<file path="src/rse_pkg.sv">
package rse_pkg;

  localparam int MAX_PARITY = 32;
  localparam int PAR_CNT_W  = $clog2(MAX_PARITY + 1);
  localparam int QDEPTH     = 2;
  localparam int QPTR_W     = $clog2(QDEPTH);
  localparam int QCNT_W     = $clog2(QDEPTH + 1);
  localparam int CFG_IDX_W  = 1;
  localparam int CFG_DATA_W = 9;

  localparam logic [CFG_IDX_W-1:0] CFG_PARITY_COUNT = 1'b0;
  localparam logic [CFG_IDX_W-1:0] CFG_FIELD_POLY   = 1'b1;

  localparam logic [5:0] RESET_PARITY_COUNT = 6'd16;
  localparam logic [8:0] RESET_FIELD_POLY   = 9'h11d;

  typedef logic [MAX_PARITY-1:0][7:0] coeff_vec_t;

  typedef struct packed {
    logic [7:0] data;
    logic       last;
    logic       first;
  } q_item_t;

  typedef struct packed {
    logic                 busy;
    logic [PAR_CNT_W-1:0] count;
  } gen_stat_t;

  typedef enum logic {
    ST_RUN,
    ST_PARITY
  } back_state_e;

  function automatic logic [7:0] gf_mul(input logic [7:0] a, input logic [7:0] b,
                                        input logic [7:0] red);
    logic [7:0] acc;
    logic [7:0] x;
    acc = 8'h00;
    x   = a;
    for (int k = 0; k < 8; k++) begin
      if (b[k]) begin
        acc = acc ^ x;
      end
      x = x[7] ? ({x[6:0], 1'b0} ^ red) : {x[6:0], 1'b0};
    end
    return acc;
  endfunction

endpackage

</file>
<file path="src/rse_front.sv">
module rse_front import rse_pkg::*; (
  input  logic    clk_i,
  input  logic    rst_ni,
  input  logic    push,
  output logic    full,
  input  logic    [7:0] data_byte_i,
  input  logic    last_i,
  output logic    q_valid_o,
  output q_item_t q_item_o,
  input  logic    q_pop_i
);

  q_item_t             mem_q [QDEPTH];
  logic [QPTR_W-1:0]   wr_q, wr_d, rd_q, rd_d;
  logic [QCNT_W-1:0]   cnt_q, cnt_d;
  logic                mid_q, mid_d;
  logic                push_ok;
  logic                pop_ok;

  assign full      = (cnt_q == QCNT_W'(QDEPTH));
  assign q_valid_o = (cnt_q != '0);
  assign q_item_o  = mem_q[rd_q];
  assign push_ok   = push && !full;
  assign pop_ok    = q_pop_i && q_valid_o;

  always_comb begin
    wr_d  = wr_q;
    rd_d  = rd_q;
    cnt_d = cnt_q;
    mid_d = mid_q;
    if (push_ok) begin
      wr_d  = wr_q + 1'b1;
      mid_d = !last_i;
    end
    if (pop_ok) begin
      rd_d = rd_q + 1'b1;
    end
    if (push_ok && !pop_ok) begin
      cnt_d = cnt_q + 1'b1;
    end else if (!push_ok && pop_ok) begin
      cnt_d = cnt_q - 1'b1;
    end
  end

  always_ff @(posedge clk_i or negedge rst_ni) begin
    if (!rst_ni) begin
      wr_q  <= '0;
      rd_q  <= '0;
      cnt_q <= '0;
      mid_q <= 1'b0;
    end else begin
      wr_q  <= wr_d;
      rd_q  <= rd_d;
      cnt_q <= cnt_d;
      mid_q <= mid_d;
    end
  end

  always_ff @(posedge clk_i) begin
    if (push_ok) begin
      mem_q[wr_q] <= '{data: data_byte_i, last: last_i, first: !mid_q};
    end
  end

endmodule

</file>
<file path="config.mk">
export PLATFORM = sky130hd
export DESIGN_NAME = rse_front
export DESIGN_NICKNAME = d
export VERILOG_FILES = /design/src/rse_pkg.sv /design/src/rse_front.sv
export SDC_FILE = /design/constraint.sdc
export NUM_CORES = 1
export LEC_CHECK = 0
export BUFFER_PORTS_ARGS = -buffer_cell sky130_fd_sc_hd__buf_2
export CAP_MARGIN = 20
export CORE_ASPECT_RATIO = 2
export CORE_UTILIZATION = 24
export CTS_BUF_LIST = sky130_fd_sc_hd__clkbuf_8
export CTS_CLUSTER_SIZE = 24
export DETAILED_ROUTE_END_ITERATION = 10
export GPL_ROUTABILITY_DRIVEN = 0
export PLACE_DENSITY = 0.45
export SYNTH_ARGS = -nofsm -noshare
export SYNTH_HDL_FRONTEND = slang
export SYNTH_SLANG_ARGS = --single-unit
export TNS_END_PERCENT = 30
</file>
<file path="constraint.sdc">
create_clock -name clk_i -period 1.58 [get_ports clk_i]
set_input_delay 0.316 -clock clk_i [delete_from_list [all_inputs] [get_ports clk_i]]
set_output_delay 0.316 -clock clk_i [all_outputs]
set_load 0.03 [all_outputs]
</file>
==> flow_metrics.env, run 1 <==
export IMPL_status="finished with violations"
export IMPL_violations="setup timing"
export IMPL_nets=99
export IMPL_clkTransAtPathRegs_ns=0.08
export IMPL_drive_gt1_share_pct=53.6
export IMPL_maxSlewHeadroom_pct=83.0
export IMPL_die_x_um=47.3
export IMPL_ys_ff_latch=25
export IMPL_synth_net_count=67
export IMPL_tightest_slew_ns=0.255
export IMPL_grtUsageMet1_pct=9.10
export IMPL_initial_utilization_pct=25.3
export IMPL_yosys_warnings=0
export IMPL_syn_to_final_growth_pct=33.5
export IMPL_ant_nets=0
export IMPL_placed_cell_area_mm2=0.00119
export IMPL_vias=527
export IMPL_p_leak_uw=0.000533
export IMPL_synth_seq_area_share_pct=73.8
export IMPL_grt_usage_pct=8.26
export IMPL_rsz0062_at_grt="true"
export IMPL_fin_hold_ws_ns=0.241
export IMPL_dpl_cell_count=129
export IMPL_pre_cts_slack_ns=0.129
export IMPL_fp_row_count=32
export IMPL_antenna_cells=0
export IMPL_avgSynthCellArea_um2=18.6
export IMPL_cp_end_kind="primary output"
export IMPL_drv_slew=0
export IMPL_fin_crit_sh_pct=102
export IMPL_ir_worst_vdd_uv=730
export IMPL_grt_pass1_vias=610
export IMPL_worstPathRequired_ns=1.26
export IMPL_grt_pass1_wl_mm=2.53
export IMPL_layout_commonest_cell="edfxtp_1"
export IMPL_fmax_mhz=623
export IMPL_grt_busiest_layer="met2"
export IMPL_max_clock_path_buffers=2
export IMPL_first_pass_iters=2
export IMPL_rr_startpoint="cnt_q[0]"
export IMPL_synthCells=53
export IMPL_synth_area_leaders="edfxtp_1 61%, dfrtp_1 13%, mux2_2 11%, xnor2_1 2.7%, nand2_4 2.3%"
export IMPL_stdcell_count=135
export IMPL_period_needed_ns=1.61
export IMPL_criticalPathCategory="register to primary output"
export IMPL_layout_setup_ws_ns=-0.0260
export IMPL_holdCritStartpoint="data_byte_i[5]"
export IMPL_worst_path_max_fanout=10
export IMPL_cts_tree="yes"
export IMPL_synth_distinct_cells=14
export IMPL_cp_startpoint="rd_q"
export IMPL_wl_per_cell_um=11.6
export IMPL_vias_per_cell=3.90
export IMPL_place_hpwl_mm=1.16
export IMPL_powerDensity_mw_per_mm2=1980
export IMPL_min_path_type="primary input to register"
export IMPL_design_area_mm2=0.00131
export IMPL_drt_iter0_markers=6
export IMPL_yosys_area_top_type_share_pct=61.1
export IMPL_yosysTopAreaCell="edfxtp_1"
export IMPL_synth_area_um2=983
export IMPL_setup_viol=10
export IMPL_remaining_drc_errors=0
export IMPL_clock_root_buffer="clkbuf_8"
export IMPL_met2_usage_pct=13.8
export IMPL_clkLatencyLatePin_ns=0.26
export IMPL_cap_violations=0
export IMPL_numCtsBuffers=3
export IMPL_gr_usage_met3_pct=1.75
export IMPL_hold_violations=0
export IMPL_core_area_mm2=0.00388
export IMPL_final_cell_mix="20 x edfxtp_1, 14 x buf_2, 10 x mux2_2, 10 x buf_6, 5 x dfrtp_1"
export IMPL_drt_wl_total_mm=1.57
export IMPL_cts_sinks=25
export IMPL_die_area_mm2=0.00437
export IMPL_fin_util_pct=33.8
export IMPL_port_buffers=24
export IMPL_antenna_found_initial=0
export IMPL_grt_max_degree=14
export IMPL_io_pins=25
export IMPL_overflow=0
export IMPL_die_y_um=92.5
export IMPL_h_tree_depth=1
export IMPL_arrival_ns=1.29
export IMPL_cp_start_kind="register"
export IMPL_finClkSkew_ns=0.00190
routing by layer:
layer,vias up,share of wire (%)
li1,252,-
met1,256,39
met2,17,56
met3,2,3.7
met4,0,1.2
met5,-,0
registers in the layout, indices dropped and copies added (netlist names):
name,flops
mem_q,20
rd_q,1
mid_q,1
wr_q,1
cnt_q,2
critical path: stages, from the launching register on:
cell and delay, ns:
dfrtp_1 0.40, buf_12 0.14, mux2_2 0.35, buf_6 0.14
worst paths after layout:
check | to | slack [ns] | cells after the start
max | q_item_o[1] | -0.03 | 3
min | mem_q[0][7] | 0.24 | 1
max reg2reg | cnt_q[1] | 0.15 | 6
min reg2reg | wr_q | 0.50 | 1
max in group asynchronous | mid_q | 1.06 | 2
min in group asynchronous | cnt_q[1] | 0.39 | 2
logic make-up (layout without fill, tap and decap cells):
family / after synthesis / in the layout / share of synthesized area [%]
flops: 25 / 25 / 73.8
mux: 11 / 11 / 12.5
simple gates: 7 / 7 / 6.11
xor+xnor: 5 / 5 / 4.45
buf+inv: 4 / 35 / 1.91
fa+ha+maj: 1 / 1 / 1.27
area by class of cell:
cell class | instances | area, um^2
sequential | 25 | 726
clock buffer | 3 | 41.3
clock inverter | 1 | 3.75
fill | 404 | 2570
timing repair buffer | 28 | 228
tap | 51 | 63.8
multi-input combinational | 24 | 239
inverter | 3 | 11.3
per-stage QoR:
step	setup TNS (ns)	power [uW]
finish	-0.186	2600
global route	-0.680	2750
CTS	-0.480	2660
detailed placement	0	2100
global placement	0	2080
floorplan	0	1790
power breakdown:
part	leakage, uW	internal (uW)	switching [uW]
registers	0.000244	927	85.1
logic	0.000262	584	644
clock network	0.0000269	173	185
synthesized netlist by cell type:
library cell	number
ha_1	1
mux2i_1	1
xnor2_1	3
dfrtp_1	5
buf_4	1
edfxtp_1	20
or2_4	1
nand2b_4	1
inv_1	3
xor2_1	2
nand2_4	2
nor2_1	2
and3_2	1
mux2_2	10
timing repair:
item / 4_1_cts / 5_1_grt
gates resized for setup: 20 / 0
cloned: 0 / 0
hold buffers: 1 / 0
buffers inserted: 1 / 0
hold endpoints to repair: 5 / 0
endpoints found under the setup margin: 10 / 10
Power figures use the tool's default switching activity.
==> run 2, diff against run 1 <==
==> constraint.sdc (replaced) <==
create_clock -name clk_i -period 2 [get_ports clk_i]
set_input_delay 0.4 -clock clk_i [delete_from_list [all_inputs] [get_ports clk_i]]
set_output_delay 0.4 -clock clk_i [all_outputs]
set_load 0.03 [all_outputs]
==> flow_metrics.env, run 2 (synthesis results as in run 1) <==
export IMPL_status="completed"
export IMPL_wl_per_cell_um=11.5
export IMPL_drt_iter0_markers=8
export IMPL_rsz0062_at_grt="false"
export IMPL_worstPathRequired_ns=1.60
export IMPL_criticalPathCategory="register to primary output"
export IMPL_worst_path_largest_cell_delay_ns=0.64
export IMPL_numCtsBuffers=3
export IMPL_r2r_end="cnt_q[1]"
export IMPL_rr_startpoint="cnt_q[0]"
export IMPL_worstPathCellList="mux2_2 > buf_2"
export IMPL_finClkSkew_ns=0.000850
export IMPL_initial_utilization_pct=25.3
export IMPL_worst_path_max_fanout=11
export IMPL_place_hpwl_mm=1.12
export IMPL_grt_pass1_wl_mm=2.21
export IMPL_fin_crit_sh_pct=93.9
export IMPL_clock_root_buffer="clkbuf_8"
export IMPL_cts_tree="yes"
export IMPL_multi_input_area_um2=239
export IMPL_setup_viol=0
export IMPL_io_pins=25
export IMPL_cap_violations=0
export IMPL_port_buffers=24
export IMPL_cts_sinks=25
export IMPL_layout_commonest_cell="buf_2"
export IMPL_largest_reg_flops=20
export IMPL_ant_nets=0
export IMPL_vias=506
export IMPL_rr_worst_depth=6
export IMPL_grt_max_degree=14
export IMPL_clkLatencyLatePin_ns=0.26
export IMPL_cp_start_kind="register"
export IMPL_final_cell_mix="24 x buf_2, 20 x edfxtp_1, 10 x mux2_2"
export IMPL_nFillCells=402
export IMPL_die_x_um=47.3
export IMPL_tightest_slew_ns=0.468
export IMPL_period_needed_ns=1.88
export IMPL_grt_usage_pct=7.41
export IMPL_core_area_mm2=0.00388
export IMPL_holdCritStartpoint="data_byte_i[3]"
export IMPL_powerDensity_mw_per_mm2=1520
export IMPL_rrSetupSlack_ns=0.60
export IMPL_hold_end="mem_q[1][5]"
export IMPL_arrival_ns=1.48
export IMPL_grt_pass1_vias=507
export IMPL_cp_num_buf_inv=1
export IMPL_hold_depth=1
export IMPL_top_register="mem_q"
export IMPL_regArea_um2=726
export IMPL_drt_wl_total_mm=1.53
export IMPL_maxSlewHeadroom_pct=68.8
export IMPL_antenna_cells=0
export IMPL_syn_to_final_growth_pct=24.3
export IMPL_top_regs="mem_q: 20 flops, cnt_q: 2 flops"
export IMPL_ir_worst_vdd_uv=682
export IMPL_remaining_drc_errors=0
export IMPL_fmax_mhz=533
export IMPL_hold_violations=0
export IMPL_fp_row_count=32
export IMPL_vias_per_cell=3.80
export IMPL_pre_cts_slack_ns=0.374
export IMPL_h_tree_depth=1
export IMPL_p_leak_uw=0.000498
export IMPL_clkTransAtPathRegs_ns=0.08
export IMPL_nets=97
export IMPL_cts_setup_buffers=0
export IMPL_die_y_um=92.5
export IMPL_cp_end_kind="primary output"
export IMPL_max_clock_path_buffers=2
export IMPL_setup_tns_final_ns=0
export IMPL_crit_family="flip-flops"
export IMPL_first_pass_iters=2
export IMPL_die_area_mm2=0.00437
export IMPL_drive_gt1_share_pct=52.4
export IMPL_layout_setup_ws_ns=0.123
export IMPL_overflow=0
export IMPL_cpMaxStageDelayCell="dfrtp_1"
export IMPL_antenna_found_initial=0
export IMPL_min_path_type="primary input to register"
export IMPL_drv_slew=0
==> run 2: cell count changes in the layout (fill, tap and decap cells not counted) <==
cell / change
buf_2: +10
buf_6: -10
buf_12: -1
buf_4: -1
==> run 2: worst max-delay path by stage <==
stage / cells after the start / endpoint / slack (ns) / from
2_1_floorplan: 3 / mem_q[0][0] / 0.56 / cnt_q[0]
3_3_place_gp: 2 / q_item_o[6] / 0.36 / rd_q
3_5_place_dp: 2 / q_item_o[0] / 0.37 / rd_q
4_1_cts: 2 / q_item_o[0] / 0.05 / rd_q
5_1_grt: 2 / q_item_o[0] / 0.03 / rd_q
6_report: 2 / q_item_o[0] / 0.12 / rd_q
==> run 2: cell type report <==
class	count	share of cell area, %
clock inverter	1	0.307
timing repair buffer	26	11.3
multi-input combinational	24	19.5
tap	51	5.22
clock buffer	3	3.38
sequential	25	59.4
inverter	3	0.921
==> run 2: per-stage QoR <==
stage          power, uW  hold WS (ns)  area (um^2)  instances  util [%]
6_report            1850         0.324         1220        133      31.5
5_1_grt             1950         0.310         1220        133      31.5
4_1_cts             1890         0.319         1220        133      31.5
3_5_place_dp        1600         0.227         1170        128      30.1
3_3_place_gp        1600         0.227         1170        128      30.1
2_1_floorplan       1410         0.104          983         53         -
==> run 2: what timing repair did <==
item	in CTS	in global routing
resized for setup	0	0
hold buffers	1	0
hold endpoints to repair	5	0
==> run 2: power by group <==
| group | total, uW | internal [uW] | switching (uW) |
|---|---|---|---|
| clock network | 281 | 137 | 144 |
| logic | 739 | 302 | 437 |
| registers | 832 | 732 | 100 |
==> run 2: layer usage <==
layer | global-route usage, % | vias to the layer above | share of wire (%)
li1 | - | 248 | -
met1 | 7.89 | 241 | 38
met2 | 12.1 | 15 | 55
met3 | 1.56 | 2 | 5.7
met4 | 5.00 | 0 | 1.2
met5 | 0 | - | 0
==> run 3, diff against run 2 <==
--- a/config.mk
+++ b/config.mk
@@ -8,12 +8,13 @@
 export BUFFER_PORTS_ARGS = -buffer_cell sky130_fd_sc_hd__buf_2
 export CAP_MARGIN = 20
 export CORE_ASPECT_RATIO = 2
+export CORE_MARGIN = 1
 export CORE_UTILIZATION = 24
 export CTS_BUF_LIST = sky130_fd_sc_hd__clkbuf_8
 export CTS_CLUSTER_SIZE = 24
 export DETAILED_ROUTE_END_ITERATION = 10
 export GPL_ROUTABILITY_DRIVEN = 0
-export PLACE_DENSITY = 0.45
+export PLACE_DENSITY = 0.47
 export SYNTH_ARGS = -nofsm -noshare
 export SYNTH_HDL_FRONTEND = slang
 export SYNTH_SLANG_ARGS = --single-unit
==> constraint.sdc (replaced) <==
create_clock -name clk_i -period 2 [get_ports clk_i]
set_input_delay 0.4 -clock clk_i [delete_from_list [all_inputs] [get_ports clk_i]]
set_output_delay 0.4 -clock clk_i [all_outputs]
set_load 0.005 [all_outputs]
==> flow_metrics.env, run 3 (synthesis results as in run 1) <==
export IMPL_cap_violations=0
export IMPL_die_area_mm2=0.00437
export IMPL_port_buffers=24
export IMPL_clock_root_buffer="clkbuf_8"
export IMPL_min_path_type="primary input to register"
export IMPL_tightest_slew_ns=0.471
export IMPL_vias_per_cell=3.83
export IMPL_ant_nets=0
export IMPL_die_y_um=92.5
export IMPL_vias=509
export IMPL_drt_iter0_markers=12
export IMPL_powerDensity_mw_per_mm2=1330
export IMPL_status="completed"
export IMPL_grt_pass1_vias=584
export IMPL_hold_violations=0
export IMPL_criticalPathCategory="register to primary output"
export IMPL_worstPathCellList="mux2_2 > buf_2"
export IMPL_fin_crit_sh_pct=91.0
export IMPL_crit_family="flip-flops"
export IMPL_wl_per_cell_um=11.7
export IMPL_core_area_mm2=0.00388
export IMPL_nets=97
export IMPL_top_register="mem_q"
export IMPL_cpMaxStageDelayCell="dfrtp_1"
export IMPL_antenna_cells=0
export IMPL_io_pins=25
export IMPL_syn_to_final_growth_pct=24.3
export IMPL_setup_tns_final_ns=0
export IMPL_drt_wl_total_mm=1.56
export IMPL_clkLatencyLatePin_ns=0.26
export IMPL_grt_max_degree=14
export IMPL_grt_pass1_wl_mm=2.54
export IMPL_numCtsBuffers=3
export IMPL_top_regs="mem_q: 20 flops, cnt_q: 2 flops"
export IMPL_final_cell_mix="24 x buf_2, 20 x edfxtp_1, 10 x mux2_2"
export IMPL_worst_path_max_fanout=11
export IMPL_fin_util_pct=31.5
export IMPL_antenna_found_initial=0
export IMPL_arrival_ns=1.42
export IMPL_rsz0062_at_grt="false"
export IMPL_max_clock_path_buffers=2
export IMPL_period_needed_ns=1.82
export IMPL_drive_gt1_share_pct=52.4
export IMPL_h_tree_depth=1
export IMPL_first_pass_iters=2
export IMPL_grt_usage_pct=8.11
export IMPL_overflow=0
export IMPL_initial_utilization_pct=25.3
export IMPL_layout_commonest_cell="buf_2"
export IMPL_clkTransAtPathRegs_ns=0.08
export IMPL_maxSlewHeadroom_pct=68.6
export IMPL_worstPathRequired_ns=1.60
export IMPL_ir_worst_vdd_uv=676
export IMPL_die_x_um=47.3
export IMPL_setup_viol=0
export IMPL_drv_slew=0
export IMPL_cts_sinks=25
export IMPL_fmax_mhz=549
export IMPL_cp_start_kind="register"
export IMPL_largest_reg_flops=20
export IMPL_remaining_drc_errors=0
export IMPL_worst_path_largest_cell_delay_ns=0.64
export IMPL_p_leak_uw=0.000498
export IMPL_cts_tree="yes"
export IMPL_cp_end_kind="primary output"
export IMPL_finClkSkew_ns=0.00422
export IMPL_nFillCells=417
export IMPL_fp_row_count=32
export IMPL_cp_num_buf_inv=1
run 3: area by class of cell:
type	count	area (um^2)	share of cell area [%]
timing repair buffer	26	138	11.3
inverter	3	11.3	0.921
clock buffer	3	41.3	3.38
multi-input combinational	24	239	19.5
tap	51	63.8	5.22
sequential	25	726	59.4
clock inverter	1	3.75	0.307
run 3: worst paths after layout:
kind / start / to / slack (ns) / depth (start not counted)
setup / recovery: rd_q / q_item_o[1] / 0.18 / 2
hold / removal: last_i / mid_q / 0.33 / 2
setup reg to reg: cnt_q[0] / cnt_q[1] / 0.57 / 7
hold reg to reg: wr_q / wr_q / 0.50 / 1
max in group asynchronous: rst_ni / cnt_q[0] / 1.38 / 2
min in group asynchronous: rst_ni / wr_q / 0.48 / 2
run 3: metal layers:
| metal | global-route usage (%) | part of all wire [%] | up-vias |
|---|---|---|---|
| li1 | - | - | 246 |
| met2 | 13.7 | 58 | 16 |
| met1 | 9.51 | 38 | 245 |
| met3 | 1.17 | 3.5 | 2 |
| met4 | 3.57 | 0.71 | 0 |
| met5 | 0 | 0 | - |
run 3: per-stage QoR:
stage / power [uW] / hold slack [ns] / instances / worst slack (ns) / instance area (um^2)
2_1_floorplan: 1190 / 0.104 / 53 / 0.565 / 983
3_3_place_gp: 1380 / 0.233 / 128 / 0.431 / 1170
3_5_place_dp: 1380 / 0.232 / 128 / 0.439 / 1170
4_1_cts: 1670 / 0.325 / 133 / 0.126 / 1220
5_1_grt: 1740 / 0.327 / 133 / 0.105 / 1220
6_report: 1630 / 0.331 / 133 / 0.179 / 1220
run 3: worst reg2reg max path, delay by kind of cell, from the launching register on:
| kind | cells | cell delay [ns] |
|---|---|---|
| flip-flops | 1 | 0.43 |
| adder cells (fa/ha/maj) | 1 | 0.20 |
| buffers and inverters | 1 | 0.05 |
| AND/OR/NAND/NOR | 3 | 0.38 |
| XOR/XNOR | 2 | 0.30 |
run 3: power breakdown:
group / internal, uW / switching, uW / total (uW)
clock: 137 / 139 / 276
sequential: 732 / 102 / 834
combinational: 298 / 224 / 522
total: 1170 / 465 / 1630
run 3: timing repair:
action	4_1_cts	5_1_grt
hold buffers	1	0
gates resized for setup	0	0
hold endpoints to repair	5	0
setup buffers	0	0
